[config.mk]
export PLATFORM = sky130hd
export DESIGN_NAME = ip_transport_checksum_engine_flat
export DESIGN_NICKNAME = d
export VERILOG_FILES = /design/src/hw/rtl/ipck_pkg.sv /design/src/hw/rtl/ipck_if.sv /design/src/hw/rtl/ipck_front.sv /design/src/hw/rtl/ipck_queue.sv /design/src/hw/rtl/ipck_back.sv /design/src/hw/rtl/ip_transport_checksum_engine.sv /design/src/flat_wrapper.sv
export SDC_FILE = /design/constraint.sdc
export NUM_CORES = 1
export LEC_CHECK = 0
export ABC_AREA = 1
export ABC_CLOCK_PERIOD_IN_PS = 8800
export BUFFER_PORTS_ARGS = -buffer_cell sky130_fd_sc_hd__buf_4
export CAP_MARGIN = 20
export CORE_ASPECT_RATIO = 1.75
export CORE_MARGIN = 3
export CORE_UTILIZATION = 41
export CTS_BUF_LIST = sky130_fd_sc_hd__clkbuf_8
export CTS_CLUSTER_DIAMETER = 80
export DETAILED_ROUTE_END_ITERATION = 10
export RECOVER_POWER = 25
export SYNTH_ARGS = -nofsm -noshare
export SYNTH_HDL_FRONTEND = slang
export SYNTH_SLANG_ARGS = --single-unit
[constraint.sdc]
create_clock -name clk_i -period 8.8 [get_ports clk_i]
set_input_delay 1.76 -clock clk_i [delete_from_list [all_inputs] [get_ports clk_i]]
set_output_delay 1.76 -clock clk_i [all_outputs]
set_load 0.05 [all_outputs]
[src/hw/rtl/ipck_pkg.sv]
// Shared types, constants and ones'-complement helpers of the checksum engine.
package ipck_pkg;

  localparam int unsigned SumW     = 16;
  localparam int unsigned ByteW    = 8;
  localparam int unsigned StatW    = 2;
  localparam int unsigned ApbDataW = 32;
  localparam int unsigned ApbAddrW = 3;

  // IP header geometry
  localparam logic [SumW-1:0] Ipv4HdrLen = 16'd20;
  localparam logic [SumW-1:0] Ipv6HdrLen = 16'd40;
  localparam logic [SumW-1:0] Ipv4SrcPos = 16'd12;
  localparam logic [SumW-1:0] Ipv6SrcPos = 16'd8;
  localparam logic [SumW-1:0] PosMax     = 16'hffff;
  localparam logic [SumW-1:0] PosLastPad = 16'hfffe;
  localparam logic [SumW-1:0] SumZeroSubst = 16'hffff;

  // Length field byte positions
  localparam logic [SumW-1:0] Ipv4LenHiPos = 16'd2;
  localparam logic [SumW-1:0] Ipv4LenLoPos = 16'd3;
  localparam logic [SumW-1:0] Ipv6LenHiPos = 16'd4;
  localparam logic [SumW-1:0] Ipv6LenLoPos = 16'd5;

  // Decoupling queue between front and back
  localparam int unsigned QDepth = 2;
  localparam int unsigned QPtrW  = (QDepth > 1) ? $clog2(QDepth) : 1;
  localparam int unsigned QCntW  = $clog2(QDepth + 1);

  localparam logic [ByteW-1:0] ProtoReset = 8'd6;

  typedef enum logic [0:0] {
    REG_IP_VERSION_MODE    = 1'b0,
    REG_TRANSPORT_PROTOCOL = 1'b1
  } ipck_reg_e;

  typedef enum logic [StatW-1:0] {
    STAT_OK     = 2'd0,
    STAT_SHORT  = 2'd1,
    STAT_LONG   = 2'd2,
    STAT_BADLEN = 2'd3
  } ipck_status_e;

  typedef struct packed {
    logic             v6;
    logic [ByteW-1:0] proto;
  } ipck_cfg_t;

  // One classified byte, as the back end consumes it
  typedef struct packed {
    logic             hdr_en;
    logic [SumW-1:0]  hdr_word;
    logic             ts_en;
    logic [SumW-1:0]  ts_word;
    logic             eop;
    logic             v6;
    logic [SumW-1:0]  pseudo;
    ipck_status_e     status;
  } ipck_entry_t;

  // Two-operand add with end-around carry
  function automatic logic [SumW-1:0] oc_add(input logic [SumW-1:0] a,
                                             input logic [SumW-1:0] b);
    logic [SumW:0] s;
    s = {1'b0, a} + {1'b0, b};
    return s[SumW-1:0] + {{(SumW-1){1'b0}}, s[SumW]};
  endfunction

  // Three-operand add with end-around carry, same result as two chained adds
  function automatic logic [SumW-1:0] oc_add3(input logic [SumW-1:0] a,
                                              input logic [SumW-1:0] b,
                                              input logic [SumW-1:0] c);
    logic [SumW+1:0] s;
    logic [SumW:0]   t;
    s = {2'b00, a} + {2'b00, b} + {2'b00, c};
    t = {1'b0, s[SumW-1:0]} + {{(SumW-1){1'b0}}, s[SumW+1:SumW]};
    return t[SumW-1:0] + {{(SumW-1){1'b0}}, t[SumW]};
  endfunction

  // A zero sum is replaced by all ones, then complemented
  function automatic logic [SumW-1:0] oc_finish(input logic [SumW-1:0] s);
    logic [SumW-1:0] v;
    v = (s == '0) ? SumZeroSubst : s;
    return ~v;
  endfunction

endpackage

[src/hw/rtl/ipck_if.sv]
// Valid/ready channel interfaces for packet bytes and checksum results.
interface ipck_in_if;
  import ipck_pkg::*;
  logic             valid;
  logic             ready;
  logic [ByteW-1:0] packet_byte;
  logic             end_of_packet;

  modport source (output valid, output packet_byte, output end_of_packet, input ready);
  modport sink   (input valid, input packet_byte, input end_of_packet, output ready);
endinterface

interface ipck_out_if;
  import ipck_pkg::*;
  logic             valid;
  logic             ready;
  logic [SumW-1:0]  header_checksum;
  logic [SumW-1:0]  transport_checksum;
  logic [StatW-1:0] packet_status;
  logic             result_last;

  modport source (output valid, output header_checksum, output transport_checksum,
                  output packet_status, output result_last, input ready);
  modport sink   (input valid, input header_checksum, input transport_checksum,
                  input packet_status, input result_last, output ready);
endinterface

[src/hw/rtl/ipck_front.sv]
// Front end: tracks byte position and length field, classifies each byte.
module ipck_front
  import ipck_pkg::*;
(
  input  logic        clk_i,
  input  logic        rst_ni,
  input  ipck_cfg_t   cfg_i,
  ipck_in_if.sink     pkt_i,
  output logic        push_o,
  output ipck_entry_t entry_o,
  input  logic        full_i
);

  logic [SumW-1:0]  pos_q, pos_d;
  logic [SumW-1:0]  len_q, len_d;
  logic [ByteW-1:0] held_q, held_d;

  logic             accept;
  logic             proc;
  logic             v6;
  logic [ByteW-1:0] b;
  logic [SumW-1:0]  word;
  logic [SumW-1:0]  hi_word;
  logic [SumW-1:0]  held_word;
  logic [SumW:0]    n_cnt;
  logic [SumW:0]    limit;
  logic [SumW-1:0]  upper;

  // Byte lies in the pseudo-header address span or the declared payload
  function automatic logic in_tp(input logic [SumW-1:0] x, input logic [SumW-1:0] len,
                                 input logic is_v6);
    logic [SumW:0] end6;
    end6 = {1'b0, Ipv6HdrLen} + {1'b0, len};
    if (!is_v6) begin
      return (x >= Ipv4SrcPos && x < Ipv4HdrLen) || (x >= Ipv4HdrLen && x < len);
    end
    return (x >= Ipv6SrcPos && x < Ipv6HdrLen) ||
           (x >= Ipv6HdrLen && {1'b0, x} < end6);
  endfunction

  assign pkt_i.ready = !full_i;
  assign accept      = pkt_i.valid && !full_i;
  assign push_o      = accept;

  assign v6        = cfg_i.v6;
  assign b         = pkt_i.packet_byte;
  assign proc      = (pos_q != PosMax);
  assign word      = {held_q, b};
  assign hi_word   = {b, {ByteW{1'b0}}};
  assign held_word = {held_q, {ByteW{1'b0}}};

  // Length field capture
  always_comb begin
    len_d = len_q;
    if (proc && !v6 && pos_q == Ipv4LenHiPos) len_d[SumW-1:ByteW] = b;
    if (proc && !v6 && pos_q == Ipv4LenLoPos) len_d[ByteW-1:0]    = b;
    if (proc &&  v6 && pos_q == Ipv6LenHiPos) len_d[SumW-1:ByteW] = b;
    if (proc &&  v6 && pos_q == Ipv6LenLoPos) len_d[ByteW-1:0]    = b;
  end

  // Pseudo-header length plus protocol, and length status
  assign upper = v6 ? len_d : (len_d - Ipv4HdrLen);
  assign n_cnt = proc ? ({1'b0, pos_q} + 17'd1) : {1'b0, PosMax};
  assign limit = v6 ? ({1'b0, Ipv6HdrLen} + {1'b0, len_d}) : {1'b0, len_d};

  // Classification into header and transport adds, plus end-of-packet fields
  always_comb begin
    entry_o.hdr_en   = 1'b0;
    entry_o.hdr_word = word;
    entry_o.ts_en    = 1'b0;
    entry_o.ts_word  = word;
    if (proc && !v6 && pos_q < Ipv4HdrLen) begin
      if (pos_q[0]) begin
        entry_o.hdr_en = 1'b1;
      end else if (pkt_i.end_of_packet) begin
        entry_o.hdr_en   = 1'b1;
        entry_o.hdr_word = hi_word;
      end
    end
    if (proc) begin
      if (in_tp(pos_q, len_q, v6)) begin
        if (pos_q[0]) begin
          entry_o.ts_en = 1'b1;
        end else if (pkt_i.end_of_packet) begin
          entry_o.ts_en   = 1'b1;
          entry_o.ts_word = hi_word;
        end
      end else if (pos_q[0] && in_tp(pos_q - 16'd1, len_q, v6)) begin
        entry_o.ts_en   = 1'b1;
        entry_o.ts_word = held_word;
      end
    end else if (pkt_i.end_of_packet && in_tp(PosLastPad, len_q, v6)) begin
      // saturated packet: trailing even byte pad
      entry_o.ts_en   = 1'b1;
      entry_o.ts_word = held_word;
    end

    entry_o.eop    = pkt_i.end_of_packet;
    entry_o.v6     = v6;
    entry_o.pseudo = oc_add(upper, {{(SumW-ByteW){1'b0}}, cfg_i.proto});
    if (!v6 && len_d < Ipv4HdrLen) begin
      entry_o.status = STAT_BADLEN;
    end else if (n_cnt < limit) begin
      entry_o.status = STAT_SHORT;
    end else if (n_cnt > limit) begin
      entry_o.status = STAT_LONG;
    end else begin
      entry_o.status = STAT_OK;
    end
  end

  // Packet state advance, cleared at end of packet
  always_comb begin
    pos_d  = pos_q;
    held_d = held_q;
    if (proc) begin
      pos_d = pos_q + 16'd1;
      if (!pos_q[0]) held_d = b;
    end
    if (pkt_i.end_of_packet) begin
      pos_d  = '0;
      held_d = '0;
    end
  end

  always_ff @(posedge clk_i or negedge rst_ni) begin
    if (!rst_ni) begin
      pos_q  <= '0;
      len_q  <= '0;
      held_q <= '0;
    end else if (accept) begin
      pos_q  <= pos_d;
      held_q <= held_d;
      len_q  <= pkt_i.end_of_packet ? '0 : len_d;
    end
  end

endmodule

[src/hw/rtl/ipck_queue.sv]
// Short FIFO of classified bytes between front and back end.
module ipck_queue
  import ipck_pkg::*;
(
  input  logic        clk_i,
  input  logic        rst_ni,
  input  logic        push_i,
  input  ipck_entry_t entry_i,
  output logic        full_o,
  output logic        valid_o,
  output ipck_entry_t entry_o,
  input  logic        pop_i
);

  ipck_entry_t      mem_q [QDepth];
  logic [QPtrW-1:0] wr_ptr_q, rd_ptr_q;
  logic [QCntW-1:0] cnt_q;
  logic             do_pop;

  assign full_o  = (cnt_q == QCntW'(QDepth));
  assign valid_o = (cnt_q != '0);
  assign entry_o = mem_q[rd_ptr_q];
  assign do_pop  = pop_i && valid_o;

  function automatic logic [QPtrW-1:0] ptr_inc(input logic [QPtrW-1:0] p);
    return (p == QPtrW'(QDepth - 1)) ? '0 : p + QPtrW'(1);
  endfunction

  // Storage
  always_ff @(posedge clk_i) begin
    if (push_i) begin
      mem_q[wr_ptr_q] <= entry_i;
    end
  end

  // Pointers and fill count
  always_ff @(posedge clk_i or negedge rst_ni) begin
    if (!rst_ni) begin
      wr_ptr_q <= '0;
      rd_ptr_q <= '0;
      cnt_q    <= '0;
    end else begin
      if (push_i) wr_ptr_q <= ptr_inc(wr_ptr_q);
      if (do_pop) rd_ptr_q <= ptr_inc(rd_ptr_q);
      if (push_i && !do_pop) begin
        cnt_q <= cnt_q + QCntW'(1);
      end else if (!push_i && do_pop) begin
        cnt_q <= cnt_q - QCntW'(1);
      end
    end
  end

endmodule

[src/hw/rtl/ipck_back.sv]
// Back end: runs both ones'-complement sums and registers the result.
module ipck_back
  import ipck_pkg::*;
(
  input  logic        clk_i,
  input  logic        rst_ni,
  input  logic        valid_i,
  input  ipck_entry_t entry_i,
  output logic        pop_o,
  ipck_out_if.source  res_o
);

  logic [SumW-1:0]  hs_q, ts_q;
  logic [SumW-1:0]  hs_new, ts_new;
  logic             out_valid_q;
  logic [SumW-1:0]  hdr_ck_q, ts_ck_q;
  ipck_status_e     status_q;
  logic             slot_free;

  // End-of-packet entries wait for a free result slot
  assign slot_free = !out_valid_q || res_o.ready;
  assign pop_o     = valid_i && (!entry_i.eop || slot_free);

  assign hs_new = oc_add(hs_q, entry_i.hdr_en ? entry_i.hdr_word : '0);
  assign ts_new = oc_add3(ts_q, entry_i.ts_en ? entry_i.ts_word : '0,
                          entry_i.eop ? entry_i.pseudo : '0);

  // Accumulators
  always_ff @(posedge clk_i or negedge rst_ni) begin
    if (!rst_ni) begin
      hs_q <= '0;
      ts_q <= '0;
    end else if (pop_o) begin
      hs_q <= entry_i.eop ? '0 : hs_new;
      ts_q <= entry_i.eop ? '0 : ts_new;
    end
  end

  // Result register
  always_ff @(posedge clk_i or negedge rst_ni) begin
    if (!rst_ni) begin
      out_valid_q <= 1'b0;
    end else if (pop_o && entry_i.eop) begin
      out_valid_q <= 1'b1;
    end else if (res_o.ready) begin
      out_valid_q <= 1'b0;
    end
  end

  always_ff @(posedge clk_i) begin
    if (pop_o && entry_i.eop) begin
      hdr_ck_q <= entry_i.v6 ? '0 : oc_finish(hs_new);
      ts_ck_q  <= oc_finish(ts_new);
      status_q <= entry_i.status;
    end
  end

  assign res_o.valid              = out_valid_q;
  assign res_o.header_checksum    = hdr_ck_q;
  assign res_o.transport_checksum = ts_ck_q;
  assign res_o.packet_status      = status_q;
  assign res_o.result_last        = 1'b1;

endmodule

[src/hw/rtl/ip_transport_checksum_engine.sv]
// Top level of the IP header and transport checksum engine.
//
// Packet bytes arrive on pkt_i (valid/ready), one per cycle, in wire order
// starting at the IP header; end_of_packet marks the last byte. One result
// per packet leaves on res_o: the complemented IPv4 header sum (zero in IPv6
// mode), the complemented pseudo-header plus payload sum, a length status
// and result_last, always high.
// Throughput is one byte per cycle while the queue is not full; each byte
// feeds both 16-bit end-around sums in the back end. An end-of-packet
// byte goes through the two-entry queue, then into the result register.
// The APB port holds ip_version_mode at 0x0 and transport_protocol at 0x4;
// write them only between packets. pready is tied high.
// Reset clears the packet state, the queue, the sums and the result valid flag; the
// mode register resets to IPv4 and the protocol to 6.
// While res_o is stalled the front keeps taking bytes into the queue; an
// end-of-packet entry waits at the queue head until the result is taken,
// and pkt_i.ready drops once the queue is full.
module ip_transport_checksum_engine
  import ipck_pkg::*;
(
  input  logic                clk_i,
  input  logic                rst_ni,
  input  logic                psel,
  input  logic                penable,
  input  logic                pwrite,
  input  logic [ApbAddrW-1:0] paddr,
  input  logic [ApbDataW-1:0] pwdata,
  output logic [ApbDataW-1:0] prdata,
  output logic                pready,
  ipck_in_if.sink             pkt_i,
  ipck_out_if.source          res_o
);

  logic        mode_q;
  logic [ByteW-1:0] proto_q;
  ipck_cfg_t   cfg;
  ipck_reg_e   reg_sel;
  logic        cfg_wr;

  logic        push;
  logic        q_full;
  logic        q_valid;
  logic        q_pop;
  ipck_entry_t fe_entry;
  ipck_entry_t q_entry;

  // Register file
  assign pready  = 1'b1;
  assign reg_sel = ipck_reg_e'(paddr[2]);
  assign cfg_wr  = psel && penable && pwrite;

  always_ff @(posedge clk_i or negedge rst_ni) begin
    if (!rst_ni) begin
      mode_q  <= 1'b0;
      proto_q <= ProtoReset;
    end else if (cfg_wr) begin
      case (reg_sel)
        REG_IP_VERSION_MODE:    mode_q  <= pwdata[0];
        REG_TRANSPORT_PROTOCOL: proto_q <= pwdata[ByteW-1:0];
        default: ;
      endcase
    end
  end

  always_comb begin
    case (reg_sel)
      REG_IP_VERSION_MODE:    prdata = {{(ApbDataW-1){1'b0}}, mode_q};
      REG_TRANSPORT_PROTOCOL: prdata = {{(ApbDataW-ByteW){1'b0}}, proto_q};
      default:                prdata = '0;
    endcase
  end

  assign cfg.v6    = mode_q;
  assign cfg.proto = proto_q;

  ipck_front u_front (
    .clk_i   (clk_i),
    .rst_ni  (rst_ni),
    .cfg_i   (cfg),
    .pkt_i   (pkt_i),
    .push_o  (push),
    .entry_o (fe_entry),
    .full_i  (q_full)
  );

  ipck_queue u_queue (
    .clk_i   (clk_i),
    .rst_ni  (rst_ni),
    .push_i  (push),
    .entry_i (fe_entry),
    .full_o  (q_full),
    .valid_o (q_valid),
    .entry_o (q_entry),
    .pop_i   (q_pop)
  );

  ipck_back u_back (
    .clk_i   (clk_i),
    .rst_ni  (rst_ni),
    .valid_i (q_valid),
    .entry_i (q_entry),
    .pop_o   (q_pop),
    .res_o   (res_o)
  );

endmodule

[src/flat_wrapper.sv]
// flat-port wrapper written by rule: the top's interface ports become plain ports
module ip_transport_checksum_engine_flat import ipck_pkg::*;
  (clk_i, rst_ni, psel, penable, pwrite, paddr, pwdata, prdata, pready, pkt_i_valid, pkt_i_packet_byte, pkt_i_end_of_packet, pkt_i_ready, res_o_valid, res_o_header_checksum, res_o_transport_checksum, res_o_packet_status, res_o_result_last, res_o_ready);
  ipck_in_if pkt_i_i ();
  ipck_out_if res_o_i ();
  input  logic clk_i;
  input  logic rst_ni;
  input  logic psel;
  input  logic penable;
  input  logic pwrite;
  input  logic [ApbAddrW-1:0] paddr;
  input  logic [ApbDataW-1:0] pwdata;
  output logic [ApbDataW-1:0] prdata;
  output logic pready;
  input wire logic [$bits(pkt_i_i.valid)-1:0] pkt_i_valid;
  input wire logic [$bits(pkt_i_i.packet_byte)-1:0] pkt_i_packet_byte;
  input wire logic [$bits(pkt_i_i.end_of_packet)-1:0] pkt_i_end_of_packet;
  output wire logic [$bits(pkt_i_i.ready)-1:0] pkt_i_ready;
  output wire logic [$bits(res_o_i.valid)-1:0] res_o_valid;
  output wire logic [$bits(res_o_i.header_checksum)-1:0] res_o_header_checksum;
  output wire logic [$bits(res_o_i.transport_checksum)-1:0] res_o_transport_checksum;
  output wire logic [$bits(res_o_i.packet_status)-1:0] res_o_packet_status;
  output wire logic [$bits(res_o_i.result_last)-1:0] res_o_result_last;
  input wire logic [$bits(res_o_i.ready)-1:0] res_o_ready;
  assign pkt_i_i.valid = pkt_i_valid;
  assign pkt_i_i.packet_byte = pkt_i_packet_byte;
  assign pkt_i_i.end_of_packet = pkt_i_end_of_packet;
  assign pkt_i_ready = pkt_i_i.ready;
  assign res_o_valid = res_o_i.valid;
  assign res_o_header_checksum = res_o_i.header_checksum;
  assign res_o_transport_checksum = res_o_i.transport_checksum;
  assign res_o_packet_status = res_o_i.packet_status;
  assign res_o_result_last = res_o_i.result_last;
  assign res_o_i.ready = res_o_ready;
  ip_transport_checksum_engine u_core (.clk_i(clk_i), .rst_ni(rst_ni), .psel(psel), .penable(penable), .pwrite(pwrite), .paddr(paddr), .pwdata(pwdata), .prdata(prdata), .pready(pready), .pkt_i(pkt_i_i), .res_o(res_o_i));
endmodule
Word level (Yosys, flattened, before mapping)
Memories as Yosys holds them, arrays and structs flattened.
Index checks and enable logic that the tools add are counted.
{ "word_totals": {"ff_bits": 120, "ram_bits": 108, "in_bits": 51, "output_inout_bits": 70, "mem_count": 1} }
{ "memory_table": {"columns": ["memory", "words", "word_bits", "rd", "rd_clocked_by_memory_dff", "write_ports", "line_no", "rtl"], "rows": [
  ["u_core.u_queue.mem_q", 2, 54, 1, 0, 1, "ipck_queue.sv:15", "ipck_entry_t mem_q [QDepth];"]
]} }
{ "classes": {"n_addsub": 18, "order_cmp": 21, "n_eq_ne": 7, "mux": 55, "n_bitwise": 3, "n_reduce_logical": 48} }
{ "ops": {"columns": ["operator", "n"], "rows": [
  ["2-to-1 mux 16 bit", 12],
  ["2-to-1 mux 17 bit", 8],
  [">= comparator 16 x 4 -> 1 bit, second input constant", 4],
  ["case mux 32 bit (2 select lines)", 1],
  ["2-to-1 mux 8 bit", 7],
  ["adder 16 x 1 -> 16 bit", 3],
  ["< comparator 16 x 5 -> 1 bit, second input constant", 3],
  ["adder 16 x 16 -> 17 bit", 2],
  ["adder 6 x 16 -> 17 bit, first input constant", 2],
  ["< comparator 16 x 17 -> 1 bit", 2],
  ["equality test 16 x 2 -> 1 bit, second input constant", 2],
  ["equality test 16 x 3 -> 1 bit, second input constant", 2],
  [">= comparator 16 x 5 -> 1 bit, second input constant", 2],
  [">= comparator 16 x 6 -> 1 bit, second input constant", 2],
  ["zero test 16 bit", 2],
  ["< comparator 16 bit", 2],
  ["< comparator 16 x 6 -> 1 bit, second input constant", 2],
  ["NOT 16 bit", 2],
  ["logical AND 1 bit", 26],
  ["2-to-1 mux 1 bit", 22],
  ["adder 17 x 16 -> 18 bit", 1],
  ["adder 16 x 1 -> 17 bit, second input constant", 1],
  ["adder 16 x 2 -> 17 bit", 1],
  ["adder 16 x 8 -> 17 bit", 1],
  ["20 further kinds", 40]
]} }

Longest topological paths before layout
Gate-level depths: netlist (run 1).
{ "depth": {"ltp_word": 15, "mapped_depth": 52, "mapped_depth_nobuf": 49} }

Modules after synthesis
Synthesis (run 1) repeated with hierarchy kept, for this count alone.
{ "hier_totals": {"cells_unflattened": 2418, "area_unflattened_um2": 18098.6} }
{ "modules_own_cells": {"columns": ["mod", "instances", "cells_each", "area_per_inst_um2", "seq_area_each_um2"], "rows": [
  ["ipck_front", 1, 1044, 6782.8, 1001.0],
  ["ipck_back", 1, 977, 6496.2, 1846.8],
  ["ipck_queue", 1, 309, 4166.5, 3343.2],
  ["ip_transport_checksum_engine", 1, 88, 653.1, 227.7]
]} }

Worst setup path after synthesis (run 1)
No wires, ideal clock.
{ "synth_path": {"path_type": "register to register", "from": "register u_core.u_queue.rd_ptr_q", "to": "register u_core.u_back.ts_ck_q[11], in the netlist u_core.u_back.res_o.transport_checksum[11] (data pin)", "arrival_time_ns": 6.703, "required_time_ns": 8.551, "setup_slack_ns": 1.847, "stages_incl_launch_ff": 51, "path_cell_list": "dfrtp_1 clkbuf_1 inv_2 or2_2 o21ai_0 clkinv_1 clkbuf_1 nand2_1 fa_1 inv_1 ha_1 nand2_1 nand3_1 nand3_1 nand3_1 a21o_1 nand3_1 nand2_1 [... 15 more ...] ha_1 nand2_1 nor2_1 nand3_1 nor2_1 nand2_1 nor2_1 nand2_1 nor2_1 nand2_1 nor2_1 xnor2_1 nand3_1 nor2_2 nand3_2 buf_6 nand2_1 inv_1"} }
{ "synth_via": {"elab_chain_cells": 9, "elab_cells_between_ends": 10, "classes_between": "add/sub: 4; mux: 3; bitwise: 1; reduce/logical: 1; memory: 1"} }
{ "synth_rtl": {"columns": ["item", "line_no", "rtl"], "rows": [
  ["start, declared", "ipck_queue.sv:16", "logic [QPtrW-1:0] wr_ptr_q, rd_ptr_q;"],
  ["start signal, assigned", "ipck_queue.sv:44", "if (do_pop) rd_ptr_q <= ptr_inc(rd_ptr_q);"],
  ["memory (2 x 54 bit) *", null, null],
  ["2-to-1 mux 16 bit", "ipck_back.sv:25", "assign ts_new = oc_add3(ts_q, entry_i.ts_en ? entry_i.ts_word : '0,"],
  ["adder 16 x 16 -> 17 bit", "ipck_pkg.sv:75", "s = {2'b00, a} + {2'b00, b} + {2'b00, c};"],
  ["adder 17 x 16 -> 18 bit *", "ipck_pkg.sv:75", null],
  ["adder 16 x 2 -> 17 bit *", "ipck_pkg.sv:76", "t = {1'b0, s[SumW-1:0]} + {{(SumW-1){1'b0}}, s[SumW+1:SumW]};"],
  ["adder 16 x 1 -> 16 bit *", "ipck_pkg.sv:77", "return t[SumW-1:0] + {{(SumW-1){1'b0}}, t[SumW]};"],
  ["zero test 16 bit", "ipck_pkg.sv:83", "v = (s == '0) ? SumZeroSubst : s;"],
  ["2-to-1 mux 16 bit *", "ipck_pkg.sv:83", null],
  ["NOT 16 bit *", "ipck_pkg.sv:84", "return ~v;"],
  ["end signal, assigned", "ipck_back.sv:53", "ts_ck_q <= oc_finish(ts_new);"],
  ["end, declared", "ipck_back.sv:16", "logic [SumW-1:0] hdr_ck_q, ts_ck_q;"]
]} }
Mark *: on every way between the ends. The rest lies on a longest branch, timed or not.
A chain may end at the register's enable or synchronous reset.

Worst setup path in the final report (run 1)
{ "layout_path": {"from": "register u_core.u_queue.rd_ptr_q", "to": "register u_core.u_back.ts_ck_q[4], in the netlist u_core.u_back.res_o.transport_checksum[4] (data pin)"} }
The elaborated chain is that of the path after synthesis.

==> results.sh, run 1 <==
export IMPL_fin_crit_sh_pct=89.7
export IMPL_synthCells=2162
export IMPL_critPathRequiredTime_ns=9.12
export IMPL_synth_largest_area_cell="edfxtp_1"
export IMPL_finalHoldViolCount=0
export IMPL_path_class="reg -> reg"
export IMPL_rsz0062_at_grt="no"
export IMPL_worst_slew_pin_slew_ns=3.06
export IMPL_die_height_um=277
export IMPL_io_buffers=68
export IMPL_ys_seq_elements=228
export IMPL_ys_seq_area_share_pct=37.4
export IMPL_setup_violations=0
export IMPL_synth_edff_count=142
export IMPL_dieArea_mm2=0.0445
export IMPL_violations="max-capacitance violations, max-slew violations"
export IMPL_routed_via_density=5.09
export IMPL_ant_nets=0
export IMPL_max_freq_mhz=127
export IMPL_io_pins=121
export IMPL_ff2ff_path_depth=48
export IMPL_grt_pass1_vias=14300
export IMPL_drv_slew=144
export IMPL_hpwlAfterDp_um=39000
export IMPL_worstPathArrival_ns=8.21
export IMPL_drc=0
export IMPL_fp_dieW_um=161
export IMPL_path_common_cell="nand2_1"
export IMPL_startpoint_type="register"
export IMPL_cts_root_buf="clkbuf_8"
export IMPL_fin_crit_ns=7.89
export IMPL_synth_cell_types=60
export IMPL_ys_warnings_count=0
export IMPL_htreeDepth=2
export IMPL_synth_top_area_share_pct=24.8
export IMPL_slowest_delay_ns=0.44
export IMPL_cts_sinks=228
export IMPL_cts_max_path_buffers=3
export IMPL_cts_tree="done"
export IMPL_timing_hold_worst_path_depth=2
export IMPL_cts_made_buffers=36
export IMPL_syn_avg_cell_area_um2=7.94
export IMPL_routed_wirelength_um=49100
export IMPL_clk_latency_ns=0.55
export IMPL_core_area_mm2=0.0411
export IMPL_grt_max_degree=55
export IMPL_grt_pass1_wl_um=76100
export IMPL_clkTransAtPathRegs_ns=0.06
export IMPL_worstHoldStart="u_core.u_back.hs_q[13]"
export IMPL_cts_hold_buf=0
export IMPL_first_pass_iters=7
export IMPL_synthTopCellsByArea="edfxtp_1 25%, nand2_1 13%, dfrtp_1 12%, ha_1 9.5%, inv_1 6.6%"
export IMPL_drtIter0Drc=716
export IMPL_vias=14400
export IMPL_filler_cell_count=4140
export IMPL_grt_ovfl_total=0
export IMPL_antenna_found_initial=1
export IMPL_end_kind="register"
export IMPL_fin_skew_ns=0.0255
export IMPL_cap_violations=3
export IMPL_rows=98
export IMPL_place_gp_congestion=0.961
export IMPL_hold_end="u_core.u_back.hs_q[13]"
export IMPL_ff2ff_setup_slack_ns=0.91
export IMPL_r2r_start="u_core.u_queue.rd_ptr_q"
export IMPL_tns_ns=0
export IMPL_rr_endpoint="u_core.u_back.res_o.transport_checksum[4]"
export IMPL_drive_above_1_share_pct=10.6
export IMPL_avgRoutedWirePerCell_um=17.4
export IMPL_synthArstFlopShare_pct=37.7
export IMPL_num_nets_final=2447
export IMPL_crit_slowest_cell="dfrtp_1"
export IMPL_syn_to_final_growth_pct=10.3
export IMPL_initial_core_util_pct=41.8
export IMPL_crit_fanout=14
export IMPL_syn_area_mm2=0.0172
export IMPL_synth_top_flop_cell="edfxtp_1"
export IMPL_hp_class="reg -> reg"
export IMPL_slew_limit_headroom_pct=-104
export IMPL_track_usage_pct=21.6
export IMPL_status="complete, but fails checks"
==> worst max path at each step <==
stage                            startpoint                                         end  slack (ns)
finish              u_core.u_queue.rd_ptr_q   u_core.u_back.res_o.transport_checksum[4]        0.91
global placement    u_core.u_queue.rd_ptr_q  u_core.u_back.res_o.transport_checksum[10]        0.59
global route        u_core.u_queue.rd_ptr_q  u_core.u_back.res_o.transport_checksum[13]        0.01
detailed placement  u_core.u_queue.rd_ptr_q   u_core.u_back.res_o.transport_checksum[4]        0.46
CTS                 u_core.u_queue.rd_ptr_q   u_core.u_back.res_o.transport_checksum[5]        0.42
floorplan           u_core.u_queue.rd_ptr_q  u_core.u_back.res_o.transport_checksum[11]        1.85
==> worst max-delay path, delay by kind of cell, from the launching register on <==
kind                     cells  cell delay, ns
AND/OR/NAND/NOR             30            3.89
buffers and inverters        7            0.71
AO/OA/AOI/OAI                4            0.69
XOR/XNOR                     2            0.43
flip-flops                   1            0.44
adder cells (fa/ha/maj)      5            1.46
==> logic make-up (layout without fill, tap and decap cells) <==
family,Yosys count,count (layout),share of synthesized area [%]
DFF,228,228,37.4
AOI/OAI and AO/OA,274,274,9.40
xor gates and xnor gates,112,112,5.84
other,2,27,0.0437
and+or+nand+nor,1010,1010,25.9
buffers and inverters,380,467,9.22
muxes,6,6,0.393
adders and majority gates,150,150,11.8
==> state kept, by name, summed over array words and instances (netlist names) <==
| name | cells |
|---|---|
| u_core.u_queue.cnt_q | 2 |
| u_core.u_queue.mem_q | 108 |
| u_core.u_queue.rd_ptr_q | 1 |
| u_core.u_back.res_o.transport_checksum | 16 |
| u_core.u_back.hs_q | 16 |
| u_core.u_back.res_o.valid | 1 |
| u_core.u_front.len_q | 16 |
| u_core.u_front.pos_q | 16 |
| u_core.u_front.held_q | 8 |
| u_core.mode_q | 1 |
| u_core.u_back.res_o.packet_status | 2 |
| u_core.u_queue.wr_ptr_q | 1 |
| u_core.u_back.res_o.header_checksum | 16 |
| u_core.u_back.ts_q | 16 |
| u_core.proto_q | 8 |
==> placed cells by master (no fill, tap or decap), types with 78 or more instances in the layout <==
cell,Yosys,routed
nand2_1,595,595
ha_1,130,130
nor2_1,154,152
edfxtp_1,142,142
buf_4,30,78
nand3_1,97,97
o21ai_0,97,96
inv_1,300,314
xor2_1,85,85
dfrtp_1,84,84
==> cell usage after synthesis (3+ instances only) <==
library cell,instances
inv_1,300
buf_6,4
clkinv_1,4
o22ai_1,49
nor2_2,10
nand4_1,43
clkbuf_1,29
inv_2,8
edfxtp_1,142
nor2_4,12
a21oi_1,75
o21a_1,4
ha_1,130
a21boi_0,4
and3_1,3
nand3_1,97
xor2_1,85
buf_4,30
dfrtp_1,84
nor2_1,154
or2_2,9
nand3_2,8
o221a_2,3
o21ai_0,97
nor3_1,32
a31oi_1,5
nand2_4,5
o211ai_1,5
mux2_2,6
o21bai_1,8
nand2_2,28
a211oi_1,4
o21ai_4,3
a21o_1,5
nand2_1,595
fa_1,20
xnor2_1,24
xor2_2,3
nor4_1,5
==> cell type report <==
type                            instances  area [um^2]  area share (%)
Multi-Input combinational cell       1578         9290            49.0
Sequential cell                       228         6420            33.9
Inverter                              313         1180            6.22
Tap cell                              550          688            3.63
Timing Repair Buffer                   88          642            3.39
Clock buffer                           37          509            2.69
Clock inverter                         28          205            1.08
Timing Repair inverter                  1         7.51          0.0396
Antenna cell                            1         2.50          0.0132
==> metrics by stage <==
stage / cells / hold slack (ns) / instance area (um^2) / setup slack (ns) / utilization, %
floorplan: 2186 / 0.443 / 17300 / 1.85 / -
global placement: 2753 / 0.477 / 18200 / 0.592 / 44.3
detailed placement: 2753 / 0.486 / 18200 / 0.465 / 44.3
CTS: 2818 / 0.501 / 18900 / 0.420 / 46.1
global route: 2824 / 0.524 / 18900 / 0.0128 / 46.1
finish: 2824 / 0.497 / 18900 / 0.909 / 46.1
==> layer usage <==
layer	vias up	track usage [%]	wire length, um
met1	6704	21.3	17200
met4	0	13.3	3540
met5	-	0	0
met3	152	2.27	1480
li1	7188	-	-
met2	325	42.3	26900
==> timing repair <==
action                                 in CTS  in global routing
buffers inserted                            0                  4
setup endpoints to repair                   0                 17
gates resized for setup                     0                  9
endpoints found under the hold margin       0                  0
Power of run 1 is left out: the tool's default activity adds up to more than one toggle a clock period on the data nets, which glitch-free logic cannot reach.
==> run 2, diff against run 1 <==
CTS_BUF_LIST = sky130_fd_sc_hd__clkbuf_4   (was sky130_fd_sc_hd__clkbuf_8)
MAX_ROUTING_LAYER = met4   (was not set)
==> run 2 against run 1 <==
Net effect:
- the run still ends with max-capacitance violations, max-slew violations left
- worst setup slack better by 0.0013 ns
- sequential cell count stayed put
- core utilization is 0.16 points lower
- critical path type unchanged
==> results.sh, run 2 (synthesis results as in run 1) <==
export IMPL_status="complete, but fails checks"
export IMPL_violations="max-capacitance violations, max-slew violations"
export IMPL_avgRoutedWirePerCell_um=17.2
export IMPL_io_buffers=68
export IMPL_path_class="reg -> reg"
export IMPL_cpLargestDelayFamily="simple AND/OR/NAND/NOR gates"
export IMPL_cts_hold_buf=0
export IMPL_hpwlAfterDp_um=39200
export IMPL_setup_violations=0
export IMPL_htreeDepth=2
export IMPL_dieArea_mm2=0.0445
export IMPL_track_usage_pct=22.5
export IMPL_postCtsSetupBuffers=0
export IMPL_startpoint_type="register"
export IMPL_fin_util_pct=45.9
export IMPL_layout_cells_non_filler=2857
export IMPL_setup_ws_ns=0.910
export IMPL_largest_reg_flops=108
export IMPL_initial_core_util_pct=41.8
export IMPL_slowest_delay_ns=0.69
export IMPL_routed_wirelength_um=49200
export IMPL_crit_fanout=12
export IMPL_drtIter0Drc=730
export IMPL_layout_commonest_cell="nand2_1"
export IMPL_ant_nets=0
export IMPL_clkTransAtPathRegs_ns=0.08
export IMPL_num_nets_final=2460
export IMPL_regArea_mm2=0.00642
export IMPL_grt_pass1_wl_um=77300
export IMPL_cts_made_buffers=54
export IMPL_drv_slew=119
export IMPL_clk_latency_ns=0.76
export IMPL_grt_pass1_vias=14700
export IMPL_io_pins=121
export IMPL_path_buf_inv=5
export IMPL_place_gp_congestion=0.992
export IMPL_slew_limit_headroom_pct=-162
export IMPL_placedCellCount=2752
export IMPL_rows=98
export IMPL_fin_crit_ns=7.89
export IMPL_layout_common_cells="595 x nand2_1, 301 x inv_1, 154 x nor2_1, 142 x edfxtp_1, 130 x ha_1"
export IMPL_hp_class="reg -> reg"
export IMPL_drive_above_1_share_pct=11.5
export IMPL_tns_ns=0
export IMPL_finalHoldViolCount=0
export IMPL_fp_dieW_um=161
export IMPL_cts_max_path_buffers=3
export IMPL_grt_max_degree=73
export IMPL_vias=14500
export IMPL_regMostFlops="u_core.u_queue.mem_q"
export IMPL_antenna_found_initial=2
export IMPL_rsz0062_at_grt="no"
export IMPL_worst_slew_pin_slew_ns=3.93
export IMPL_end_kind="register"
export IMPL_syn_to_final_growth_pct=9.89
export IMPL_routed_via_density=5.08
export IMPL_multiInputGateArea_mm2=0.00925
export IMPL_cts_sinks=228
export IMPL_fin_crit_sh_pct=89.7
export IMPL_first_pass_iters=8
export IMPL_drc=0
export IMPL_cts_tree="done"
export IMPL_worstPathArrival_ns=8.35
export IMPL_pre_cts_ws_ns=0.537
export IMPL_crit_slowest_cell="nor2_1"
export IMPL_die_height_um=277
export IMPL_grt_ovfl_total=0
export IMPL_cap_violations=2
export IMPL_filler_cell_count=4149
export IMPL_cts_resized=0
export IMPL_critPathRequiredTime_ns=9.26
export IMPL_core_area_mm2=0.0411
export IMPL_cts_root_buf="clkbuf_4"
export IMPL_max_freq_mhz=127
export IMPL_fin_skew_ns=0.0653
## run 2: worst min-delay path, stage by stage (launching register included)
cell and delay (ns):
dfrtp_1 0.35, nand2_1 0.05, o21ai_0 0.06
## run 2: per-layer routing
metal | global-route usage [%] | routed length (um) | up-vias
li1 | - | - | 7264
met1 | 21.3 | 17300 | 6758
met2 | 42.8 | 26900 | 333
met3 | 2.36 | 1500 | 170
met4 | 13.9 | 3500 | 0
met5 | - | 0 | -
## run 2: metrics by stage
stage | area, um^2 | hold slack, ns
floorplan | 17300 | 0.443
global placement | 18200 | 0.474
detailed placement | 18200 | 0.485
CTS | 18900 | 0.503
global route | 18900 | 0.530
finish | 18900 | 0.501
## run 2: path summary, 6_finish.rpt
| path | startpoint | to | slack [ns] | depth (start not counted) |
|---|---|---|---|---|
| worst max register to register | u_core.u_front.pos_q[0] | u_core.u_queue.mem_q[0][16] | 0.91 | 38 |
| worst min-delay path | u_core.u_back.hs_q[14] | u_core.u_back.hs_q[14] | 0.50 | 2 |
| min in group asynchronous | rst_ni | u_core.u_front.len_q[12] | 1.17 | 1 |
| worst max-delay path | u_core.u_front.pos_q[0] | u_core.u_queue.mem_q[0][16] | 0.91 | 38 |
| max in group asynchronous | rst_ni | u_core.u_back.ts_q[11] | 2.80 | 3 |
| worst min register to register | u_core.u_back.hs_q[14] | u_core.u_back.hs_q[14] | 0.50 | 2 |
## run 2: cell type report
cell class,count,share of cell area [%]
Inverter,313,6.24
Multi-Input combinational cell,1578,49.0
Antenna cell,2,0.0265
Sequential cell,228,34.0
Clock inverter,27,0.888
Clock buffer,75,2.98
Tap cell,550,3.65
Timing Repair Buffer,84,3.20
Power of run 2 is left out for the same reason.
==> run 3, diff against run 2 <==
ABC_CLOCK_PERIOD_IN_PS = 7200   (was 8800)
CORE_MARGIN = not set   (was 3)
clock period = 7.2 ns   (was 8.8 ns; I/O delays follow)
==> run 3 against run 2 <==
Net effect:
- largest cell class unchanged
- final area is 6.0% higher
- register-to-register slack lost 0.44 ns
- critical path depth rose by 10
- clock-buffer cell count decreased by 3
- final cell count is 3.2% higher
- maximum frequency rose by 17%
- die area is 3.9% lower
- clock skew decreased by 0.043 ns
- worst hold slack got worse by 0.0045 ns
- worst setup slack worse by 0.44 ns
- the flow still finishes with violations (max-capacitance violations, max-slew violations)
- core utilization up 2.8 points
==> results.sh, run 3 (synthesis results as in run 1) <==
export IMPL_status="complete, but fails checks"
export IMPL_violations="max-capacitance violations, max-slew violations"
export IMPL_slew_limit_headroom_pct=-102
export IMPL_fin_crit_sh_pct=93.5
export IMPL_grt_ovfl_total=0
export IMPL_grt_pass1_wl_um=77600
export IMPL_io_pins=121
export IMPL_die_height_um=273
export IMPL_layout_commonest_cell="nand2_1"
export IMPL_rows=98
export IMPL_avgRoutedWirePerCell_um=17.1
export IMPL_drtIter0Drc=658
export IMPL_hpwlAfterDp_um=40200
export IMPL_hold_slack_ns=0.496
export IMPL_max_freq_mhz=149
export IMPL_path_common_cell="nand2_1"
export IMPL_fin_util_pct=48.7
export IMPL_clkTransAtPathRegs_ns=0.07
export IMPL_tns_ns=0
export IMPL_grt_pass1_vias=14800
export IMPL_drive_above_1_share_pct=17.2
export IMPL_drc=0
export IMPL_vias=14800
export IMPL_crit_fanout=13
export IMPL_worstPathArrival_ns=7.22
export IMPL_crit_slowest_cell="fa_1"
export IMPL_layout_common_cells="581 x nand2_1, 297 x inv_1, 158 x buf_4, 144 x nor2_1, 142 x edfxtp_1"
export IMPL_drv_slew=144
export IMPL_routed_via_density=5.01
export IMPL_fp_dieW_um=157
export IMPL_path_class="reg -> reg"
export IMPL_num_nets_final=2553
export IMPL_cap_violations=3
export IMPL_cpLargestDelayFamily="simple AND/OR/NAND/NOR gates"
export IMPL_io_buffers=68
export IMPL_startpoint_type="register"
export IMPL_finalHoldViolCount=0
export IMPL_worst_slew_pin_slew_ns=3.03
export IMPL_slowest_delay_ns=0.51
export IMPL_first_pass_iters=5
export IMPL_antenna_found_initial=1
export IMPL_fin_crit_ns=6.73
export IMPL_initial_core_util_pct=41.8
export IMPL_end_kind="register"
export IMPL_critPathRequiredTime_ns=7.68
export IMPL_htreeDepth=2
export IMPL_ff2ff_path_depth=48
export IMPL_cts_made_buffers=54
export IMPL_clk_latency_ns=0.72
export IMPL_timing_hold_worst_path_depth=2
export IMPL_cts_hold_buf=0
export IMPL_hp_class="reg -> reg"
export IMPL_setup_violations=0
export IMPL_routed_wirelength_um=50500
export IMPL_cts_root_buf="clkbuf_4"
export IMPL_place_gp_congestion=0.974
export IMPL_regMostFlops="u_core.u_queue.mem_q"
export IMPL_path_buf_inv=7
export IMPL_cts_tree="done"
export IMPL_syn_to_final_growth_pct=16.5
export IMPL_ant_nets=0
export IMPL_cts_sinks=228
export IMPL_core_area_mm2=0.0411
export IMPL_filler_cell_count=4001
export IMPL_fin_skew_ns=0.0218
export IMPL_grt_max_degree=55
export IMPL_dieArea_mm2=0.0427
export IMPL_track_usage_pct=24.6
export IMPL_cts_max_path_buffers=3
export IMPL_worst_path_stages=48
export IMPL_largest_reg_flops=108
-- run 3: area by class of cell --
type / count / area (um^2) / area share [%]
sequential: 228 / 6420 / 32.1
tap: 550 / 688 / 3.44
clock inverter: 29 / 224 / 1.12
timing repair buffer: 176 / 1420 / 7.08
antenna: 1 / 2.50 / 0.0125
clock buffer: 72 / 541 / 2.70
multi-input combinational: 1579 / 9540 / 47.7
inverter: 313 / 1180 / 5.90
-- run 3: routing by layer --
layer / vias to the layer above / wire length (um) / GRT usage (%)
met5: - / 0 / -
met4: 0 / 4390 / 18.2
met3: 198 / 1750 / 3.16
met2: 368 / 27100 / 45.9
met1: 6773 / 17200 / 22.3
li1: 7442 / - / -
-- run 3: worst reg2reg max path, delay by kind of cell (launching register included) --
family	cells	cell delay, ns
xor+xnor	1	0.17
fa+ha+maj	5	1.52
simple gates	31	3.12
flops	1	0.38
compound gates	4	0.64
buf+inv	7	0.67
-- run 3: through the flow --
step | instance area [um^2] | cells | setup WS, ns
after floorplan | 17300 | 2186 | 0.247
after global placement | 18900 | 2839 | -0.125
after detailed placement | 18900 | 2839 | -0.250
after CTS | 19700 | 2941 | 0.0229
after global routing | 20000 | 2948 | -0.0364
final | 20000 | 2948 | 0.467
-- run 3: worst paths after layout --
kind                                               from                                        end  slack (ns)
worst min-delay path             u_core.u_back.hs_q[10]                     u_core.u_back.hs_q[10]        0.50
min in group asynchronous                        rst_ni                      u_core.u_back.hs_q[9]        1.40
worst max-delay path            u_core.u_queue.rd_ptr_q  u_core.u_back.res_o.transport_checksum[0]        0.47
worst max register to register  u_core.u_queue.rd_ptr_q  u_core.u_back.res_o.transport_checksum[0]        0.47
max in group asynchronous                        rst_ni                    u_core.u_front.pos_q[8]        1.79
worst min register to register   u_core.u_back.hs_q[10]                     u_core.u_back.hs_q[10]        0.50
-- run 3: what timing repair did --
item,4_1_cts,5_1_grt
hold endpoints to repair,0,0
setup buffers,0,4
pin swaps,6,35
gates resized for setup,14,55
setup endpoints to repair,16,23
cloned,1,2
Power of run 3 is left out for the same reason.
